<file path="config.mk">
export PLATFORM = sky130hd
export DESIGN_NAME = pcs_ctrl
export DESIGN_NICKNAME = d
export VERILOG_FILES = /design/src/rtl/core/pcs_pkg.sv /design/src/rtl/core/pcs_ctrl.sv
export SDC_FILE = /design/constraint.sdc
export NUM_CORES = 1
export LEC_CHECK = 0
export ABC_AREA = 1
export BUFFER_PORTS_ARGS = -buffer_cell sky130_fd_sc_hd__buf_2
export CAP_MARGIN = 20
export CORE_AREA = 2 2 39 41
export DETAILED_ROUTE_END_ITERATION = 12
export DIE_AREA = 0 0 41 43
export PLACE_DENSITY = 0.54
export SYNTH_ARGS = -nofsm -noshare
export SYNTH_HDL_FRONTEND = slang
export SYNTH_SLANG_ARGS = --single-unit
</file>
<file path="constraint.sdc">
create_clock -name clk -period 3.1 [get_ports clk]
set_input_delay 0.62 -clock clk [delete_from_list [all_inputs] [get_ports clk]]
set_output_delay 0.62 -clock clk [all_outputs]
set_load 0.01 [all_outputs]
</file>
<file path="src/rtl/core/pcs_pkg.sv">
// Shared types and constants for the prime counting sieve core.
// No dependencies; the other files of the core that use it refer to it by scoped names.
`timescale 1ns / 1ps
`default_nettype none

package pcs_pkg;

    localparam int unsigned MAX_N_DEFAULT = 65535;
    localparam int unsigned LIMIT_W       = 16;
    localparam int unsigned COUNT_W       = 16;
    localparam int unsigned FIRST_PRIME   = 2;

    // Commands from the controller to the datapath.
    typedef struct packed {
        logic load;         // capture the limit, clear the count
        logic fill_step;    // set mark at index, step index
        logic p_init;       // p = 2, p squared = 4
        logic p_read;       // read the mark of p
        logic p_advance;    // p = p + 1, update p squared
        logic clear_start;  // index = p squared
        logic clear_step;   // clear mark at index, index += p
        logic scan_start;   // index = 2
        logic scan_step;    // read mark at index, step index
        logic load_result;  // move the count into the output register
    } cmd_t;

    // Status from the datapath to the controller.
    typedef struct packed {
        logic in_small;     // incoming limit is below two
        logic fill_last;    // index has reached n
        logic p_done;       // p squared exceeds n
        logic p_marked;     // mark of p read back as set
        logic clear_last;   // next multiple would pass n
        logic scan_last;    // index has reached n
        logic out_free;     // output register can take a result
    } status_t;

endpackage

`default_nettype wire

</file>
<file path="src/rtl/core/pcs_ctrl.sv">
// Sequencing state machine of the prime counting sieve core.
// Depends on pcs_pkg for the command and status structs.
`timescale 1ns / 1ps
`default_nettype none

module pcs_ctrl (
    input  wire logic             clk,
    input  wire logic             rst_n,
    input  wire logic             req_valid,
    output logic                  req_ready,
    input  wire pcs_pkg::status_t stat,
    output pcs_pkg::cmd_t         cmd
);

    localparam logic [2:0] ST_IDLE  = 3'd0;
    localparam logic [2:0] ST_FILL  = 3'd1;
    localparam logic [2:0] ST_PTEST = 3'd2;
    localparam logic [2:0] ST_PWAIT = 3'd3;
    localparam logic [2:0] ST_CLEAR = 3'd4;
    localparam logic [2:0] ST_SCAN  = 3'd5;
    localparam logic [2:0] ST_DRAIN = 3'd6;
    localparam logic [2:0] ST_DONE  = 3'd7;

    logic [2:0] state_reg;
    logic [2:0] state_next;

    assign req_ready = (state_reg == ST_IDLE);

    always_comb
    begin
        state_next = state_reg;
        cmd        = '0;
        unique case (state_reg)
            ST_IDLE:
            begin
                if (req_valid)
                begin
                    cmd.load   = 1'b1;
                    state_next = stat.in_small ? ST_DONE : ST_FILL;
                end
            end
            ST_FILL:
            begin
                cmd.fill_step = 1'b1;
                if (stat.fill_last)
                begin
                    cmd.p_init = 1'b1;
                    state_next = ST_PTEST;
                end
            end
            ST_PTEST:
            begin
                if (stat.p_done)
                begin
                    cmd.scan_start = 1'b1;
                    state_next     = ST_SCAN;
                end
                else
                begin
                    cmd.p_read = 1'b1;
                    state_next = ST_PWAIT;
                end
            end
            ST_PWAIT:
            begin
                if (stat.p_marked)
                begin
                    cmd.clear_start = 1'b1;
                    state_next      = ST_CLEAR;
                end
                else
                begin
                    cmd.p_advance = 1'b1;
                    state_next    = ST_PTEST;
                end
            end
            ST_CLEAR:
            begin
                cmd.clear_step = 1'b1;
                if (stat.clear_last)
                begin
                    cmd.p_advance = 1'b1;
                    state_next    = ST_PTEST;
                end
            end
            ST_SCAN:
            begin
                cmd.scan_step = 1'b1;
                if (stat.scan_last)
                begin
                    state_next = ST_DRAIN;
                end
            end
            ST_DRAIN:
            begin
                state_next = ST_DONE;
            end
            ST_DONE:
            begin
                if (stat.out_free)
                begin
                    cmd.load_result = 1'b1;
                    state_next      = ST_IDLE;
                end
            end
            default:
            begin
                state_next = ST_IDLE;
            end
        endcase
    end

    always_ff @(posedge clk or negedge rst_n)
    begin
        if (!rst_n)
        begin
            state_reg <= ST_IDLE;
        end
        else
        begin
            state_reg <= state_next;
        end
    end

endmodule

`default_nettype wire

</file>
==> out/qor.txt <==
DRC errors left: 0
Post-DP HPWL: 713 um
commonest non-fill, non-tap cell in the layout: buf_2
internal power: 221 uW
post_cts resized: 0
commonest cells after routing, fill and taps aside: 20 x buf_2, 17 x inv_1, 12 x nand2_1
top cell family by delay on the critical path: flip-flops
P_sw: 250 uW
synth warn: 0
Critical-path top delay cell: dfrtp_1
DR iter-0 viols: 16
die height: 43 um
core area: 1380 sq um
Seq/Total Area, Yosys: 20.8%
Longest Clk Path Bufs: 2
CP peak stage delay: 0.54 ns
Ant. Diodes: 0
Post-Syn Instances: 62
Largest register FFs: 3
final hold vios: 0
crit path time final: 1.98 ns
Worst setup EP type: output port
Die X-Extent: 41 um
Critical Path RT: 2.48 ns
Worst Tran Pin Value: 0.361 ns
startpoint types: flop
initial antenna violation count: 0
Vias/cell: 4.55
Final Util: 35.6%
Tot GR Track Use: 11.3%
root buffer cell: clkbuf_4
HP Class: in -> async
cts hold-fix bufs: 0
final period utilization: 64.0%
CP arrival: 1.36 ns
total I/O pin count: 21
Yosys reg bits: 3
largest area contributor in the netlist: dfrtp_1
Routed Antenna Nets: 0
post-synth top area share: 20.8%
PortBufs: 20
Final Cell Area: 493 sq um
setup repair bufs after CTS: 0
RSZ-0062 raised after global routing: no
Detailed Routing Iterations Pass 1: 4
Synth area leaders: dfrtp_1 21%, inv_1 18%, nand2_1 12%
Max Clock Freq: 504 MHz
Slew HR: 75.9%
sequential share of power: 23.9%
Setup TNS: 0 ns
area delta synth->final: 36.3%
clock insertion delay at the later pin of the skew report: 0.23 ns
sink count of the clock tree: 3
fin. max-slew vios: 0
switching part of the total: 53.1%
Vias: 455
Total Wirelength: 860 um
H-tree depth: 1
Leakage: 0.355 nW
peak fanout along the critical path: 11
dpl cell area: 467 sq um
Rows: 14
post-synthesis cell type count: 17
status: complete, no violations
critical-path cell list: inv_2 -> nor4_1 -> buf_2
die footprint: 1760 sq um
Initial Utilization: 26.1%
skew final: 0.000879 ns
Syn Area/Cell: 5.83 sq um
synthesized cell area: 362 sq um
wire length per cell: 8.60 um
first-pass GRT wire length: 1.44 mm
combinational fraction of design power: 61.7%
Setup violations, final: 0
largest net degree at the start of global routing: 12
clock tree from TritonCTS: done
NumNets Final: 95
max-cap violation count: 0
GRT Residual Overflow: 0
Critical path buffers and inverters: 2
Synthesized Nets: 72
vias in the first global route: 388
worst vdd rail ir drop: 0.000220 V
Clock power frac: 14.4%
Clk pin slew, worst setup/hold paths: 0.04 ns
PD cells: 955 nW/um^2
clock buffer count from CTS: 3
crit path kind: reg -> out
final RePlAce weighted congestion: 0.699
fraction of layout cells with a size suffix above 1: 35.7%
-- cells in the mapped netlist --
master,n
a21oi_1,1
buf_4,2
dfrtp_1,3
inv_1,17
inv_2,2
nand2_1,12
nand2_2,1
nand3_1,7
nand3_2,1
nand4_1,7
nor2_1,2
nor2_2,2
nor2_4,1
nor3_1,1
nor4_1,1
o21ai_0,1
o21bai_1,1
-- power by group through the flow --
stage	clock (mW)	sequential [mW]	combinational (mW)
floorplan	0	0.0783	0.256
finish	0.0678	0.113	0.290
detailed placement	0	0.112	0.294
global route	0.0761	0.121	0.328
global placement	0	0.116	0.296
CTS	0.0694	0.111	0.295
-- cell families (layout without fill, tap and decap cells) --
| kind of cell | after synthesis | after routing | synth area share, % |
|---|---|---|---|
| AOI/OAI and AO/OA | 3 | 3 | 4.84 |
| and+or+nand+nor | 35 | 35 | 50.5 |
| buffers and inverters | 21 | 43 | 23.9 |
| DFF | 3 | 3 | 20.8 |
-- metrics by stage --
stage | total power [mW] | cells | hold slack [ns] | setup slack, ns
3_3_place_gp | 0.412 | 96 | 0.415 | 1.34
2_1_floorplan | 0.334 | 62 | 0.324 | 1.48
6_report | 0.471 | 100 | 0.173 | 1.12
3_5_place_dp | 0.405 | 96 | 0.416 | 1.36
5_1_grt | 0.525 | 100 | 0.166 | 0.996
4_1_cts | 0.476 | 100 | 0.171 | 1.11
-- metal layers --
layer	vias up	global-route usage, %	part of all wire, %
li1	240	-	-
met1	204	14.5	42
met2	9	18.4	52
met3	2	0	3.8
met4	0	6.00	1.9
met5	-	0	0
-- final timing paths --
path	start	to	cells past startpoint	slack (ns)
setup / recovery	state_reg[2]	cmd[0]	3	1.12
hold / removal	rst_n	state_reg[0]	1	0.17
setup reg to reg	state_reg[0]	state_reg[2]	7	1.88
hold reg to reg	state_reg[1]	state_reg[1]	2	0.71
max in group asynchronous	rst_n	state_reg[2]	1	2.82
min in group clk	stat[0]	state_reg[1]	4	0.70
-- layout make-up --
type / instances / area [sq um]
timing repair buffer: 20 / 100
fill: 164 / 891
clock buffer: 4 / 26.3
inverter: 19 / 71.3
multi-input combinational: 38 / 200
tap: 16 / 20.0
sequential: 3 / 75.1
-- worst reg2reg max path, cell delays in order (launching register included) --
cell and delay, ns:
dfrtp_1 0.55, inv_1 0.16, nand3_1 0.09, nand2_1 0.06
inv_1 0.05, nand4_1 0.08, nand2_1 0.08, nand2_1 0.05
Note: power is estimated with default switching activity, not from simulation.
