File: config.mk
export PLATFORM = sky130hd
export DESIGN_NAME = pcs_dp
export DESIGN_NICKNAME = d
export VERILOG_FILES = /design/src/rtl/core/pcs_pkg.sv /design/src/rtl/core/pcs_dp.sv
export SDC_FILE = /design/constraint.sdc
export NUM_CORES = 1
export LEC_CHECK = 0
export BUFFER_PORTS_ARGS = -buffer_cell sky130_fd_sc_hd__buf_2
export CAP_MARGIN = 30
export CORE_MARGIN = 5
export CORE_UTILIZATION = 40
export CTS_CLUSTER_DIAMETER = 80
export DETAILED_ROUTE_END_ITERATION = 6
export PLACE_DENSITY = 0.56
export SYNTH_ARGS = -nofsm -noshare
export SYNTH_HDL_FRONTEND = slang
export SYNTH_SLANG_ARGS = --single-unit
File: constraint.sdc
create_clock -name clk -period 8 [get_ports clk]
set_input_delay 0.4 -clock clk [delete_from_list [all_inputs] [get_ports clk]]
set_output_delay 0.4 -clock clk [all_outputs]
set_load 0.02 [all_outputs]
File: src/rtl/core/pcs_pkg.sv
// Shared types and constants for the prime counting sieve core.
// No dependencies; the other files of the core that use it refer to it by scoped names.
`timescale 1ns / 1ps
`default_nettype none

package pcs_pkg;

    localparam int unsigned MAX_N_DEFAULT = 65535;
    localparam int unsigned LIMIT_W       = 16;
    localparam int unsigned COUNT_W       = 16;
    localparam int unsigned FIRST_PRIME   = 2;

    // Commands from the controller to the datapath.
    typedef struct packed {
        logic load;         // capture the limit, clear the count
        logic fill_step;    // set mark at index, step index
        logic p_init;       // p = 2, p squared = 4
        logic p_read;       // read the mark of p
        logic p_advance;    // p = p + 1, update p squared
        logic clear_start;  // index = p squared
        logic clear_step;   // clear mark at index, index += p
        logic scan_start;   // index = 2
        logic scan_step;    // read mark at index, step index
        logic load_result;  // move the count into the output register
    } cmd_t;

    // Status from the datapath to the controller.
    typedef struct packed {
        logic in_small;     // incoming limit is below two
        logic fill_last;    // index has reached n
        logic p_done;       // p squared exceeds n
        logic p_marked;     // mark of p read back as set
        logic clear_last;   // next multiple would pass n
        logic scan_last;    // index has reached n
        logic out_free;     // output register can take a result
    } status_t;

endpackage

`default_nettype wire

File: src/rtl/core/pcs_dp.sv
// Datapath of the prime counting sieve core: limit, prime, index and count
// registers, map address selection and the output register. Depends on pcs_pkg.
`timescale 1ns / 1ps
`default_nettype none

module pcs_dp #(
    parameter int unsigned MAX_N = pcs_pkg::MAX_N_DEFAULT,
    parameter int unsigned AW    = $clog2(MAX_N + 1)
) (
    input  wire logic                          clk,
    input  wire logic                          rst_n,
    input  wire pcs_pkg::cmd_t                 cmd,
    output pcs_pkg::status_t                   stat,
    input  wire logic [pcs_pkg::LIMIT_W-1:0]   limit,
    output logic                               ram_wr_en,
    output logic      [AW-1:0]                 ram_wr_addr,
    output logic                               ram_wr_data,
    output logic                               ram_rd_en,
    output logic      [AW-1:0]                 ram_rd_addr,
    input  wire logic                          ram_rd_data,
    input  wire logic                          out_ready,
    output logic                               out_valid,
    output logic      [pcs_pkg::COUNT_W-1:0]   prime_count
);

    localparam int unsigned EW = (AW > pcs_pkg::LIMIT_W) ? AW : pcs_pkg::LIMIT_W;

    logic [AW-1:0]               n_reg;
    logic [AW-1:0]               p_reg;
    logic [AW:0]                 psq_reg;
    logic [AW:0]                 idx_reg;
    logic [pcs_pkg::COUNT_W-1:0] count_reg;
    logic [pcs_pkg::COUNT_W-1:0] out_count_reg;
    logic                        scan_vld_reg;
    logic                        out_valid_reg;

    logic [EW-1:0] limit_ext;
    logic [AW-1:0] n_in;
    logic [AW:0]   n_wide;
    logic [AW:0]   idx_plus_p;

    // Limits beyond the map saturate to its last entry.
    assign limit_ext = EW'(limit);
    assign n_in      = (limit_ext > EW'(MAX_N)) ? AW'(EW'(MAX_N)) : AW'(limit_ext);
    assign n_wide     = {1'b0, n_reg};
    assign idx_plus_p = idx_reg + {1'b0, p_reg};

    assign stat.in_small   = (limit < pcs_pkg::LIMIT_W'(pcs_pkg::FIRST_PRIME));
    assign stat.fill_last  = (idx_reg == n_wide);
    assign stat.p_done     = (psq_reg > n_wide);
    assign stat.p_marked   = ram_rd_data;
    assign stat.clear_last = (idx_plus_p > n_wide);
    assign stat.scan_last  = (idx_reg == n_wide);
    assign stat.out_free   = !out_valid_reg || out_ready;

    assign ram_wr_en   = cmd.fill_step || cmd.clear_step;
    assign ram_wr_addr = idx_reg[AW-1:0];
    assign ram_wr_data = cmd.fill_step;
    assign ram_rd_en   = cmd.p_read || cmd.scan_step;
    assign ram_rd_addr = cmd.p_read ? p_reg : idx_reg[AW-1:0];

    assign out_valid   = out_valid_reg;
    assign prime_count = out_count_reg;

    always_ff @(posedge clk or negedge rst_n)
    begin
        if (!rst_n)
        begin
            scan_vld_reg  <= 1'b0;
            out_valid_reg <= 1'b0;
        end
        else
        begin
            scan_vld_reg <= cmd.scan_step;
            if (cmd.load_result)
            begin
                out_valid_reg <= 1'b1;
            end
            else if (out_ready)
            begin
                out_valid_reg <= 1'b0;
            end
        end
    end

    always_ff @(posedge clk)
    begin
        if (cmd.load)
        begin
            n_reg <= n_in;
        end

        if (cmd.load)
        begin
            idx_reg <= '0;
        end
        else if (cmd.fill_step || cmd.scan_step)
        begin
            idx_reg <= idx_reg + (AW + 1)'(1);
        end
        else if (cmd.clear_start)
        begin
            idx_reg <= psq_reg;
        end
        else if (cmd.clear_step)
        begin
            idx_reg <= idx_plus_p;
        end
        else if (cmd.scan_start)
        begin
            idx_reg <= (AW + 1)'(pcs_pkg::FIRST_PRIME);
        end

        // (p + 1)^2 = p^2 + 2p + 1
        if (cmd.p_init)
        begin
            p_reg   <= AW'(pcs_pkg::FIRST_PRIME);
            psq_reg <= (AW + 1)'(pcs_pkg::FIRST_PRIME * pcs_pkg::FIRST_PRIME);
        end
        else if (cmd.p_advance)
        begin
            p_reg   <= p_reg + AW'(1);
            psq_reg <= psq_reg + {p_reg, 1'b1};
        end

        if (cmd.load)
        begin
            count_reg <= '0;
        end
        else if (scan_vld_reg && ram_rd_data)
        begin
            count_reg <= count_reg + pcs_pkg::COUNT_W'(1);
        end

        if (cmd.load_result)
        begin
            out_count_reg <= count_reg;
        end
    end

endmodule

`default_nettype wire

==> results.json <==
{
  "syn_area_mm2": 0.00694,
  "hold_depth": 1,
  "synth_xor_area_share_pct": 8.71,
  "synth-simple-area-share_pct": 18.4,
  "die_h_um": 142,
  "async_flop_share_pct": 2.00,
  "peakVddDrop_uv": 107,
  "crit_chain": "ha_1, inv_1, fa_1, nand2b_1, a21oi_2, a211oi_2, o41ai_4, a31oi_1, xnor2_1, ha_1, nand2_1, nor4_1, o31ai_1, o41ai_1, a2111oi_0, o21ai_1, buf_2",
  "slowest_delay_ns": 0.49,
  "min_period_over_period_pct": 57.5,
  "syn_avg_cell_area_um2": 8.87,
  "clock_latency_ns": 0.37,
  "wire_per_inst_um": 19.0,
  "ys_seq_area_share_pct": 33.6,
  "path_common_cell": "ha_1",
  "diodes": 0,
  "rsz0062_at_grt": "no",
  "worst_slack_ns": 3.40,
  "grtUsageTotal_pct": 20.5,
  "vias_per_cell": 5.57,
  "fin_skew_ns": 0.0112,
  "p_leak_nw": 3.58,
  "synth_top_family_by_area": "simple AND/OR/NAND/NOR gates",
  "maxCapViolations": 0,
  "reg2reg_slack_ns": 4.98,
  "synth_cells": 783,
  "root_buffer": "clkbuf_16",
  "final_max_slew_viol_count": 0,
  "critPathCaptureType": "output pin",
  "arrival_ns": 4.20,
  "path_max_fanout": 8,
  "cts_htree_levels": 3,
  "cp.required_ns": 7.60,
  "cts_buffers": 9,
  "whs_ns": 0.168,
  "hold_viol_final": 0,
  "clockBufferDepth": 2,
  "synth.area.mux_share_pct": 4.00,
  "drtIter0Drc": 493,
  "tightest_slew_ns": 0.857,
  "pin_count": 89,
  "hp-start": "cmd[1]",
  "place_ws_ns": 3.84,
  "synth_edf_count": 32,
  "row_count": 48,
  "path_class": "reg -> out",
  "fp.dieW_um": 142,
  "power_density_mw_per_mm2": 161,
  "synth_flop_cell": "dfxtp_1",
  "vias": 5952,
  "cts_tree": "yes",
  "run_status": "finished clean",
  "area_growth_pct": 12.0,
  "crit_slowest_cell": "dfxtp_1",
  "r2r_end": "idx_reg[16]",
  "min_period_ns": 4.60,
  "synth_warnings": 0,
  "path_clk_slew_ns": 0.08,
  "layout_commonest_cell": "buf_2",
  "hold_path_class": "in -> reg",
  "r2r_cells": 10,
  "grt_max_degree": 53,
  "ys_types": 65,
  "synth_compound_area_share_pct": 17.4,
  "setup_tns_ns": 0,
  "dr.pass1.iters": 5,
  "grt_pass1_vias": 5584,
  "layout-drive-gt1-share_pct": 15.4,
  "critPathLaunchType": "flip-flop",
  "drc_errors": 0,
  "synth_fa_ha_area_share_pct": 12.5,
  "synth_fp_nets": 881,
  "post_cts_buffers": 0,
  "hpwl_um": 15800,
  "grt_pass1_wl_um": 32000,
  "finalNetCount": 937,
  "drt-total-wl_um": 20300,
  "die_area_mm2": 0.0201,
  "drtAntennaViolNets": 0,
  "slew_headroom_pct": 42.4,
  "place_congestion": 0.907,
  "post_cts_resize_count": 0,
  "synth-seq-cells": 100,
  "grt_overflow": 0,
  "cts_sinks": 100,
  "start_util_pct": 40.4,
  "reg2reg_from": "idx_reg[0]",
  "fmax_mhz": 217,
  "layout_common_cells": "buf_2 (88), nor2_1 (78), ha_1 (66), dfxtp_1 (66), nand2_1 (51)",
  "setup_violations": 0,
  "io_buffers": 88,
  "min_to": "scan_vld_reg",
  "antenna_found_initial": 0,
  "core-area_mm2": 0.0172
}
## worst max-delay path, delay by kind of cell (launching register included)
kind                       cells  cell delay (ns)
xor gates and xnor gates       1             0.17
DFF                            1             0.49
buffers and inverters          2             0.26
and+or+nand+nor                3             0.62
adders and majority gates      3             0.91
AOI/OAI and AO/OA              8             1.37
## logic make-up (layout without fill, tap and decap cells)
family / after synthesis / count (layout)
simple gates: 259 / 259
compound gates: 180 / 180
flops: 100 / 100
buf+inv: 81 / 142
xor+xnor: 69 / 69
fa+ha+maj: 68 / 68
mux: 26 / 26
## metrics by stage
stage / cell area (um^2) / power, mW / util, % / std cells
6_report: 7780 / 1.25 / 45.3 / 1069
3_3_place_gp: 7450 / 0.808 / 43.4 / 1052
5_1_grt: 7780 / 1.32 / 45.3 / 1069
3_5_place_dp: 7450 / 0.807 / 43.4 / 1052
2_1_floorplan: 6940 / 0.738 / - / 783
4_1_cts: 7780 / 1.27 / 45.3 / 1069
## Yosys cell counts, types with 10 or more instances
| master | number | share of area, % |
|---|---|---|
| a31oi_1 | 11 | 0.99 |
| inv_1 | 33 | 1.8 |
| edfxtp_1 | 32 | 14 |
| o21ai_0 | 30 | 2.2 |
| a21oi_1 | 48 | 3.5 |
| a21o_1 | 21 | 2.3 |
| ha_1 | 66 | 12 |
| nand2_1 | 51 | 2.8 |
| nor4_1 | 13 | 1.2 |
| mux2i_1 | 12 | 1.7 |
| mux2_2 | 13 | 2.1 |
| nand4_1 | 17 | 1.5 |
| xnor2_1 | 22 | 2.8 |
| clkbuf_1 | 28 | 1.5 |
| nor3_1 | 18 | 1.3 |
| and3_1 | 12 | 1.1 |
| nor2_1 | 78 | 4.2 |
| nand3_1 | 24 | 1.7 |
| nand2b_1 | 10 | 0.90 |
| dfxtp_1 | 66 | 19 |
| xor2_1 | 47 | 5.9 |
| buf_4 | 19 | 2.1 |
## how the worst max path moves through the flow
stage	start	endpoint	slack, ns	cells past startpoint
2_1_floorplan	idx_reg[0]	stat[2]	4.25	16
3_3_place_gp	idx_reg[0]	stat[2]	3.90	19
3_5_place_dp	idx_reg[0]	stat[2]	3.84	19
4_1_cts	idx_reg[0]	stat[2]	3.41	19
5_1_grt	idx_reg[0]	stat[2]	3.06	19
6_report	idx_reg[0]	stat[2]	3.40	17
## power by group
part / internal [mW] / switching, mW
clock: 0.226 / 0.231
sequential: 0.546 / 0.0322
combinational: 0.0862 / 0.133
total: 0.857 / 0.396
## layout make-up
cell class,count,area [um^2]
inverter,33,124
clock buffer,9,225
sequential,100,2330
clock inverter,7,93.8
fill,1744,9400
multi-input combinational,602,4240
timing repair buffer,93,480
tap,225,282
## timing repair
action | CTS | global route
endpoints found under the setup margin | 0 | 0
hold buffers | 1 | 0
endpoints found under the hold margin | 2 | 0
## metal layers
| layer | share of wire (%) | vias up | wire, um | track usage [%] |
|---|---|---|---|---|
| met5 | 0 | - | 0 | 0 |
| met4 | 2.4 | 0 | 494 | 7.47 |
| met3 | 5.2 | 30 | 1060 | 2.86 |
| met2 | 46 | 178 | 9280 | 32.9 |
| met1 | 47 | 2780 | 9490 | 28.2 |
| li1 | - | 2964 | - | - |
Power figures use the tool's default switching activity.
